### src/hw/rtl/mca_pkg.sv
// Shared types, constants and helper functions of the 4x4 column matrix ALU.
// Used by the channel interfaces, the column cells, the serializer and the top level.
// Depends on nothing.
package mca_pkg;

  localparam int FracBits = 16;
  localparam int DataW    = 32;
  localparam int ProdW    = 2 * DataW;
  localparam int AccW     = ProdW + 2;
  localparam int NumCols  = 4;
  localparam int ColW     = 2;
  localparam int FuncW    = 3;

  typedef enum logic [FuncW-1:0] {
    FuncLoad  = 3'd0,
    FuncAdd   = 3'd1,
    FuncSub   = 3'd2,
    FuncScale = 3'd3,
    FuncXform = 3'd4,
    FuncAddIp = 3'd5,
    FuncSubIp = 3'd6
  } func_e;

  typedef logic signed [DataW-1:0] data_t;
  typedef logic signed [ProdW-1:0] prod_t;
  typedef logic signed [AccW-1:0]  acc_t;
  typedef data_t [NumCols-1:0]     vec_t;

  // Fixed-point 1.0 and the unit vector (1, 0, 0, 0).
  localparam data_t QOne    = data_t'(64'd1 << FracBits);
  localparam vec_t  UnitVec = {{((NumCols - 1) * DataW){1'b0}}, QOne};

  // Payload that travels down the row of column cells.
  typedef struct packed {
    func_e                    func;
    logic [ColW-1:0]          col;
    vec_t                     op;
    acc_t [NumCols-1:0]       acc;
    vec_t [NumCols-1:0]       res;
    logic [NumCols-1:0]       sat;
  } chain_t;

  typedef struct packed {
    logic en_a;
    logic en_b;
  } cell_ctl_t;

  typedef struct packed {
    logic vld_a;
    logic vld_b;
  } cell_sts_t;

  typedef struct packed {
    data_t val;
    logic  sat;
  } clamp_t;

  // Clamps a wide signed value to the 32-bit range and flags when it had to.
  function automatic clamp_t sat_clamp(acc_t v);
    clamp_t c;
    if (v[AccW-1:DataW-1] == {(AccW - DataW + 1){v[AccW-1]}}) begin
      c.val = v[DataW-1:0];
      c.sat = 1'b0;
    end else begin
      c.sat = 1'b1;
      c.val = v[AccW-1] ? {1'b1, {(DataW - 1){1'b0}}} : {1'b0, {(DataW - 1){1'b1}}};
    end
    return c;
  endfunction

  // Element j of the result is element j + k of the input, modulo four.
  function automatic vec_t vec_rot(vec_t v, logic [ColW-1:0] k);
    vec_t o;
    logic [ColW-1:0] s;
    for (int j = 0; j < NumCols; j++) begin
      s    = ColW'(j) + k;
      o[j] = v[s];
    end
    return o;
  endfunction

  // Inverse of vec_rot.
  function automatic vec_t vec_unrot(vec_t v, logic [ColW-1:0] k);
    vec_t o;
    logic [ColW-1:0] s;
    for (int j = 0; j < NumCols; j++) begin
      s    = ColW'(j) - k;
      o[j] = v[s];
    end
    return o;
  endfunction

endpackage

### src/hw/rtl/mca_if.sv


interface mca_out_if;
  logic                               valid;
  logic                               ready;
  logic [mca_pkg::ColW-1:0]           out_col;
  logic signed [mca_pkg::DataW-1:0]   result_0;
  logic signed [mca_pkg::DataW-1:0]   result_1;
  logic signed [mca_pkg::DataW-1:0]   result_2;
  logic signed [mca_pkg::DataW-1:0]   result_3;
  logic                               saturated;
  logic                               last;

  modport source (output valid, out_col, result_0, result_1, result_2, result_3,
                  saturated, last, input ready);
  modport sink (input valid, out_col, result_0, result_1, result_2, result_3,
                saturated, last, output ready);
endinterface

### src/hw/rtl/mca_ser.sv
// Output serializer: turns one finished item into zero, one or four result items.
// Depends on mca_pkg and mca_out_if.
module mca_ser (
  input  logic                 clk_i,
  input  logic                 rst_ni,
  input  logic                 vld_i,
  input  mca_pkg::chain_t      item_i,
  output logic                 take_o,
  mca_out_if.source            out_o
);

  logic                                held_q;
  logic [mca_pkg::ColW-1:0]            idx_q, last_q, last_d, base_q, base_d;
  mca_pkg::vec_t [mca_pkg::NumCols-1:0] slots_q, slots_d;
  logic [mca_pkg::NumCols-1:0]         sats_q, sats_d;
  logic                                produce, fin, sat_x;
  mca_pkg::clamp_t                     cl;

  always_comb begin
    slots_d = item_i.res;
    sats_d  = item_i.sat;
    base_d  = '0;
    last_d  = '0;
    produce = 1'b0;
    sat_x   = 1'b0;
    cl      = '0;
    unique case (item_i.func)
      mca_pkg::FuncAdd, mca_pkg::FuncSub, mca_pkg::FuncAddIp, mca_pkg::FuncSubIp: begin
        produce    = 1'b1;
        slots_d[0] = item_i.res[item_i.col];
        sats_d[0]  = item_i.sat[item_i.col];
        base_d     = item_i.col;
      end
      mca_pkg::FuncScale: begin
        produce = 1'b1;
        last_d  = mca_pkg::ColW'(mca_pkg::NumCols - 1);
      end
      mca_pkg::FuncXform: begin
        produce = 1'b1;
        for (int r = 0; r < mca_pkg::NumCols; r++) begin
          cl            = mca_pkg::sat_clamp(item_i.acc[r] >>> mca_pkg::FracBits);
          slots_d[0][r] = cl.val;
          sat_x         = sat_x | cl.sat;
        end
        sats_d[0] = sat_x;
      end
      default: ;
    endcase
  end

  assign fin    = (idx_q == last_q);
  assign take_o = !held_q || (out_o.ready && fin);

  always_ff @(posedge clk_i or negedge rst_ni) begin
    if (!rst_ni) begin
      held_q <= 1'b0;
      idx_q  <= '0;
    end else if (take_o) begin
      held_q <= vld_i && produce;
      idx_q  <= '0;
    end else if (out_o.ready) begin
      idx_q <= idx_q + mca_pkg::ColW'(1);
    end
  end

  always_ff @(posedge clk_i) begin
    if (take_o && vld_i) begin
      slots_q <= slots_d;
      sats_q  <= sats_d;
      base_q  <= base_d;
      last_q  <= last_d;
    end
  end

  assign out_o.valid     = held_q;
  assign out_o.out_col   = base_q + idx_q;
  assign out_o.result_0  = slots_q[idx_q][0];
  assign out_o.result_1  = slots_q[idx_q][1];
  assign out_o.result_2  = slots_q[idx_q][2];
  assign out_o.result_3  = slots_q[idx_q][3];
  assign out_o.saturated = sats_q[idx_q];
  assign out_o.last      = fin;

endmodule

### src/flat_wrapper.sv
// flat-port wrapper written by rule: the top's interface ports become plain ports
module mca_ser_flat 
  (clk_i, rst_ni, vld_i, item_i, take_o, out_o_valid, out_o_out_col, out_o_result_0, out_o_result_1, out_o_result_2, out_o_result_3, out_o_saturated, out_o_last, out_o_ready);
  mca_out_if out_o_i ();
  input  logic clk_i;
  input  logic rst_ni;
  input  logic vld_i;
  input  mca_pkg::chain_t item_i;
  output logic take_o;
  output wire logic [$bits(out_o_i.valid)-1:0] out_o_valid;
  output wire logic [$bits(out_o_i.out_col)-1:0] out_o_out_col;
  output wire logic [$bits(out_o_i.result_0)-1:0] out_o_result_0;
  output wire logic [$bits(out_o_i.result_1)-1:0] out_o_result_1;
  output wire logic [$bits(out_o_i.result_2)-1:0] out_o_result_2;
  output wire logic [$bits(out_o_i.result_3)-1:0] out_o_result_3;
  output wire logic [$bits(out_o_i.saturated)-1:0] out_o_saturated;
  output wire logic [$bits(out_o_i.last)-1:0] out_o_last;
  input wire logic [$bits(out_o_i.ready)-1:0] out_o_ready;
  assign out_o_valid = out_o_i.valid;
  assign out_o_out_col = out_o_i.out_col;
  assign out_o_result_0 = out_o_i.result_0;
  assign out_o_result_1 = out_o_i.result_1;
  assign out_o_result_2 = out_o_i.result_2;
  assign out_o_result_3 = out_o_i.result_3;
  assign out_o_saturated = out_o_i.saturated;
  assign out_o_last = out_o_i.last;
  assign out_o_i.ready = out_o_ready;
  mca_ser u_core (.clk_i(clk_i), .rst_ni(rst_ni), .vld_i(vld_i), .item_i(item_i), .take_o(take_o), .out_o(out_o_i));
endmodule
### config.mk
export PLATFORM = sky130hd
export DESIGN_NAME = mca_ser_flat
export DESIGN_NICKNAME = d
export VERILOG_FILES = /design/src/hw/rtl/mca_pkg.sv /design/src/hw/rtl/mca_if.sv /design/src/hw/rtl/mca_ser.sv /design/src/flat_wrapper.sv
export SDC_FILE = /design/constraint.sdc
export NUM_CORES = 1
export LEC_CHECK = 0
export ABC_AREA = 1
export BUFFER_PORTS_ARGS = -buffer_cell sky130_fd_sc_hd__buf_2
export CORE_AREA = 2 2 407 409
export DETAILED_ROUTE_END_ITERATION = 8
export DIE_AREA = 0 0 409 411
export PLACE_DENSITY = 0.37
export SYNTH_ARGS = -nofsm -noshare
export SYNTH_HDL_FRONTEND = slang
export SYNTH_SLANG_ARGS = --single-unit
### constraint.sdc
create_clock -name clk_i -period 36.6 [get_ports clk_i]
set_clock_uncertainty 0.2 [all_clocks]
set_input_delay 7.32 -clock clk_i [delete_from_list [all_inputs] [get_ports clk_i]]
set_output_delay 7.32 -clock clk_i [all_outputs]
set_load 0.03 [all_outputs]
==> flow_summary.ini, run 1 <==
[power_and_ir_drop]
pwr_density_cell_nw_per_um2 = 58.45
seqPwrFrac_pct = 36.5
ir_drop_mv = 0.03905
swShare_pct = 38.10
power_switching_w = 0.0007885
p_comb_share_pct = 30.5
clkPwrFrac_pct = 33.0
internal_power_w = 0.001281
leakage_nw = 13.42

[yosys]
syn-num-nets = 3913
synthCells = 2995
netlist.area_leader.share_pct = 58.09
synthArstFlopShare_pct = 0.5747
synth-main-ff-cell = edfxtp_1
synth-seq-area-share_pct = 58.37
synth.avg_cell_area_um2 = 8.959
synth_top_area_cell = edfxtp_1
ys_types = 30
syn_area_um2 = 26830
yosys-top-cells-area = edfxtp_1 (58%), nor2_1 (12%), o21ai_0 (9.1%)
synth-seq-cells = 522
yosysWarnings = 0
synth-edff-count = 519

[min_path]
hold_path_class = flop to flop
min_path_cells = 4
min-delay-start = u_core.out_o.valid$_DFFE_PN0N_
hold_end = u_core.idx_q[1]$_DFFE_PN0P_

[route]
via_per_inst = 4.329
ant_nets = 0
vias = 25970
drt-initial-drc-count = 1677
firstDrtPassIters = 5
route.detailed.drc = 0
drt_wl_total_mm = 143.8
wl_per_cell_um = 23.97

[placement]
hpwl_mm = 98.70
gp_congestion = 0.8217
dpl-instance-area_um2 = 33110
io_buffers = 858

[timing]
drv_slew = 0
tightest_slew_ps = 1191
slew_headroom_pct = 20.63
finalHoldViolCount = 0
max_freq_mhz = 64.14
fin_hold_ws_ps = 495.4
setup_viol = 0
fin_crit_sh_pct = 42.60
rsz0062_at_grt = false
layout_min_cycle_time_ps = 15590
fin_setup_tns_ps = 0

[critical_path]
max_stage_delay_ps = 320
ff2ff_path_depth = 12
cp-start-kind = input port
crit_path_max_fanout = 4
cp-end-kind = output port
crit_chain = buf_2, nor2_1, nor2_1, buf_2
cp.required_ps = 29080
rr_startpoint = u_core.idx_q[0]$_DFFE_PN0P_
reg2reg_setup_slack_ps = 29820
crit_slowest_cell = nor2_1
r2r_end = u_core.slots_q[66]$_DFFE_PP_
crit_arrival_ps = 8070
crit_type = input port to output port

[clock_tree]
cts-hold-fix-buffers = 0
cts_num_sinks = 522
cts_tree = yes
path_clk_slew_ps = 50
cts-root-buf = clkbuf_16
numCtsBuffers = 73
cts_setup_buffers = 0
htree_levels = 3
ctsResizeCount = 0
clockBufferDepth = 3
clkLatencyLatePin_ps = 670

[die]
fp.coreArea_um2 = 163900
dieArea_um2 = 168100
die_x_um = 409
rows = 149
top_level_ports = 1051
die_y_um = 411
start_util_pct = 16.37

[flow_run]
cap_viol_max_count = 0

[global_routing]
grt_use_total_pct = 16.43
grt_overflow = 0
grt_pass1_wl_mm = 196.4
antenna_found_initial = 105
grt_max_degree = 144
grt_pass1_vias = 25180

[cells_and_area]
layout-area-overhead-vs-synth_pct = 31.97
layout-drive-gt1-share_pct = 26.91
final_nets = 4655
fin_area_um2 = 35410

[run_status]
outcome = finished, final reports clean
==> placed cells by master, fill, tap and decap left out, types with 4 or more instances in the layout <==
cell type,netlist,layout
inv_1,15,13
clkinv_2,0,9
a21oi_1,255,255
clkinv_1,0,13
buf_2,86,856
clkbuf_1,114,23
nand3_1,69,69
nor3_1,8,8
diode_2,0,17
nand3b_1,7,7
o22ai_1,129,129
nand2_2,9,10
o21ai_0,487,487
inv_6,0,6
buf_4,6,42
nor2_1,879,879
o21ai_1,99,99
clkbuf_16,0,73
nand2_1,260,259
edfxtp_1,519,519
or2_1,4,4
==> worst max-delay path, delay by kind of cell <==
kind                   cells  cell delay (ps)
AND/OR/NAND/NOR            2              440
buffers and inverters      2              310
==> synth_stat cells (3+ instances only) <==
library cell and count:
a21oi_1 255, buf_1 7, buf_2 86, buf_4 6
buf_6 22, clkbuf_1 114, dfrtp_1 3, edfxtp_1 519
inv_1 15, inv_2 4, nand2_1 260, nand2_2 9
nand3_1 69, nand3b_1 7, nor2_1 879, nor3_1 8
o21ai_0 487, o21ai_1 99, o22ai_1 129, or2_1 4
==> metal layers <==
metal	wire length (um)	share of wire, %	global-route usage, %	vias to the layer above
met5	609	0.42	0	-
met4	3044	2.1	4.523	98
met3	11820	8.2	5.299	286
met2	70190	49	28.25	991
met1	58160	40	19.57	12540
li1	-	-	-	12060
==> kinds of logic (layout without fill, tap and decap cells) <==
group                      Yosys count  count (layout)  synth area share, %
DFF                                522             522                58.37
AOI/OAI and AO/OA                  974             974                18.82
and+or+nand+nor                   1241            1241                18.03
buffers and inverters              255            1054                4.677
other                                0              17                    0
adders and majority gates            1               1              0.04663
xor gates and xnor gates             2               2              0.06530
==> state kept, by name, summed over array words and instances, names as in the netlist <==
signal and cells:
u_core.sats_q 4, u_core.idx_q 2, u_core.base_q 2, u_core.slots_q 512, u_core.out_o.valid 1, u_core.last_q 1
==> how the worst max path moves through the flow <==
stage / start / endpoint / slack [ps]
floorplan: out_o_ready / u_core.base_q[0]$_SDFFCE_PN0P_ / 8100
global placement: out_o_ready / take_o / 21010
detailed placement: out_o_ready / take_o / 21000
CTS: out_o_ready / take_o / 21000
global route: out_o_ready / take_o / 20910
finish: out_o_ready / take_o / 21010
==> power by group through the flow <==
stage          Clock [W]  Combinational, W  Sequential [W]
3_5_place_dp           0          0.000646        0.000767
2_1_floorplan          0          0.000363        0.000812
3_3_place_gp           0          0.000648        0.000767
5_1_grt         0.000728          0.000683        0.000761
6_report        0.000684          0.000630        0.000755
4_1_cts         0.000709          0.000648        0.000755
==> cell type report <==
type	count	area, um^2
Multi-Input combinational cell	2218	9930
Sequential cell	522	15670
Fill cell	18310	128500
Timing Repair Buffer	902	4666
Clock buffer	96	1913
Inverter	20	112.6
Antenna cell	17	42.54
Tap cell	2189	2739
Clock inverter	36	339.1
==> through the flow <==
step                      setup WS [ps]  util, %  cells  total power, W
after floorplan                    8099        -   2995        0.001175
after global placement            21010    20.21   5851        0.001415
after detailed placement          21000    20.21   5851        0.001414
after CTS                         21000    21.58   5983        0.002112
after global routing              20910    21.60   5996        0.002172
final                             21010    21.61   6000        0.002070
Power figures use the tool's default switching activity.
==> run 2, diff against run 1 <==
PLACE_DENSITY = 0.36   (was 0.37)
clock period = 15.1 ns   (was 36.6 ns; I/O delays follow)
==> run 2 against run 1 <==
Sequential power rose by 140%. Total power is 140% higher. Via count hardly changed. Cell count hardly changed. Clock-buffer cell count decreased by 9. Clock power up 150%. Wire length is 0.41% higher. Global-route usage about the same. Non-clock buffer count decreased by 3. Utilization about the same. Flip-flop and latch count stayed put. Critical endpoint is now out_o_result_2[19].
==> flow_summary.ini, run 2 (same netlist as run 1, synthesis figures left out) <==
[cells_and_area]
layout-drive-gt1-share_pct = 26.93
final_common_cell = nor2_1
top_regs = u_core.slots_q (512), u_core.sats_q (4)
final_nets = 4652
layout-area-overhead-vs-synth_pct = 32.06
fin_area_um2 = 35430
final_cell_mix = nor2_1 (878), buf_2 (856), edfxtp_1 (519), o21ai_0 (487), nand2_1 (259)
final_core_util_pct = 21.62
largest-register = u_core.slots_q
largest_reg_flops = 512

[flow_run]
cap_viol_max_count = 0

[die]
rows = 149
die_x_um = 409
dieArea_um2 = 168100
start_util_pct = 16.37
fp.coreArea_um2 = 163900
die_y_um = 411
top_level_ports = 1051

[route]
vias = 26000
ant_nets = 0
drt_wl_total_mm = 144.4
route.detailed.drc = 0
wl_per_cell_um = 24.07
drt-initial-drc-count = 1819
firstDrtPassIters = 5
via_per_inst = 4.332

[timing]
fin_hold_ws_ps = 487.3
slew_headroom_pct = 27.23
layout_min_cycle_time_ps = 7509
fin_crit_sh_pct = 49.73
fin_setup_tns_ps = 0
finalHoldViolCount = 0
drv_slew = 0
tightest_slew_ps = 1092
final.setup.worst_slack_ps = 7591
setup_viol = 0
rsz0062_at_grt = false
max_freq_mhz = 133.2

[clock_tree]
cts-hold-fix-buffers = 0
ctsResizeCount = 0
htree_levels = 3
numCtsBuffers = 73
path_clk_slew_ps = 60
clkLatencyLatePin_ps = 650
cts_setup_buffers = 0
cts_tree = yes
cts-root-buf = clkbuf_16
clockBufferDepth = 3
cts_num_sinks = 522

[global_routing]
grt_pass1_vias = 25370
antenna_found_initial = 91
grt_max_degree = 168
grt_pass1_wl_mm = 197.7
grt_overflow = 0
grt_use_total_pct = 16.47

[critical_path]
crit_start = u_core.idx_q[0]$_DFFE_PN0P_
cp-end-kind = output port
crit_arrival_ps = 4290
worstSetupEndpoint = out_o_result_2[19]
crit_path_max_fanout = 107
rr_startpoint = u_core.idx_q[0]$_DFFE_PN0P_
cp.required_ps = 11880
cp-start-kind = flop
ff2ff_path_depth = 8
crit_type = flop to output port
reg2reg_setup_slack_ps = 9520
r2r_end = u_core.slots_q[85]$_DFFE_PP_

[placement]
io_buffers = 858
hpwl_mm = 98.33
dpl-instance-area_um2 = 33120
gp_congestion = 0.8393
dpl_worst_slack_ps = 8093

[power_and_ir_drop]
p_comb_share_pct = 30.3
ir_drop_mv = 0.07026
power_switching_w = 0.001922
internal_power_w = 0.003135
leakage_nw = 13.42
clkPwrFrac_pct = 33.2
pwr_density_cell_nw_per_um2 = 142.7
seqPwrFrac_pct = 36.5
swShare_pct = 38.00

[run_status]
outcome = finished, final reports clean

[min_path]
hold_path_class = flop to flop
[run 2: changes by cell type in the layout (fill, tap and decap cells not counted), sizes merged]
cell / before / now
bufinv: 2 / 4
buf: 902 / 899
inv: 23 / 26
clkbuf: 96 / 87
diode: 17 / 28
clkinv: 29 / 26
[run 2: how the worst min path moves through the flow]
stage / startpoint / end / depth (start not counted)
global placement: u_core.out_o.valid$_DFFE_PN0N_ / u_core.idx_q[1]$_DFFE_PN0P_ / 4
finish: u_core.out_o.valid$_DFFE_PN0N_ / u_core.idx_q[1]$_DFFE_PN0P_ / 4
floorplan: u_core.idx_q[1]$_DFFE_PN0P_ / u_core.idx_q[1]$_DFFE_PN0P_ / 4
CTS: u_core.out_o.valid$_DFFE_PN0N_ / u_core.idx_q[1]$_DFFE_PN0P_ / 4
detailed placement: u_core.out_o.valid$_DFFE_PN0N_ / u_core.idx_q[1]$_DFFE_PN0P_ / 4
global route: u_core.out_o.valid$_DFFE_PN0N_ / u_core.idx_q[1]$_DFFE_PN0P_ / 4
[run 2: cell type report]
type	instances	area [um^2]
multi-input cells	2218	9932
well taps	2189	2739
flip-flops and latches	522	15670
repair buffers	899	4668
fillers	18350	128400
diodes	28	70.07
clock inverters	38	341.6
clock buffers	87	1901
inverters	20	112.6
[run 2: power by group through the flow]
stage / logic [W] / registers, W / clock network [W]
floorplan: 0.000881 / 0.00192 / 0
global placement: 0.00156 / 0.00187 / 0
detailed placement: 0.00156 / 0.00187 / 0
CTS: 0.00156 / 0.00184 / 0.00174
global route: 0.00165 / 0.00186 / 0.00179
finish: 0.00153 / 0.00184 / 0.00168
[run 2: stage by stage]
step / instances / power (W)
floorplan: 2995 / 0.002800
global placement: 5848 / 0.003436
detailed placement: 5848 / 0.003435
CTS: 5973 / 0.005153
global route: 5991 / 0.005302
finish: 6001 / 0.005057
[run 2: worst max-delay path: stages (launching register included)]
cell,delay (ps)
dfrtp_4,690
inv_8,570
buf_12,390
buf_4,680
o21ai_0,160
o22ai_1,550
buf_2,330
[run 2: per-layer routing]
metal	vias to the layer above	track usage, %	routed length [um]
li1	12070	-	-
met1	12580	19.60	58350
met2	994	27.72	69080
met3	262	5.929	12910
met4	102	4.842	3415
met5	-	0	657
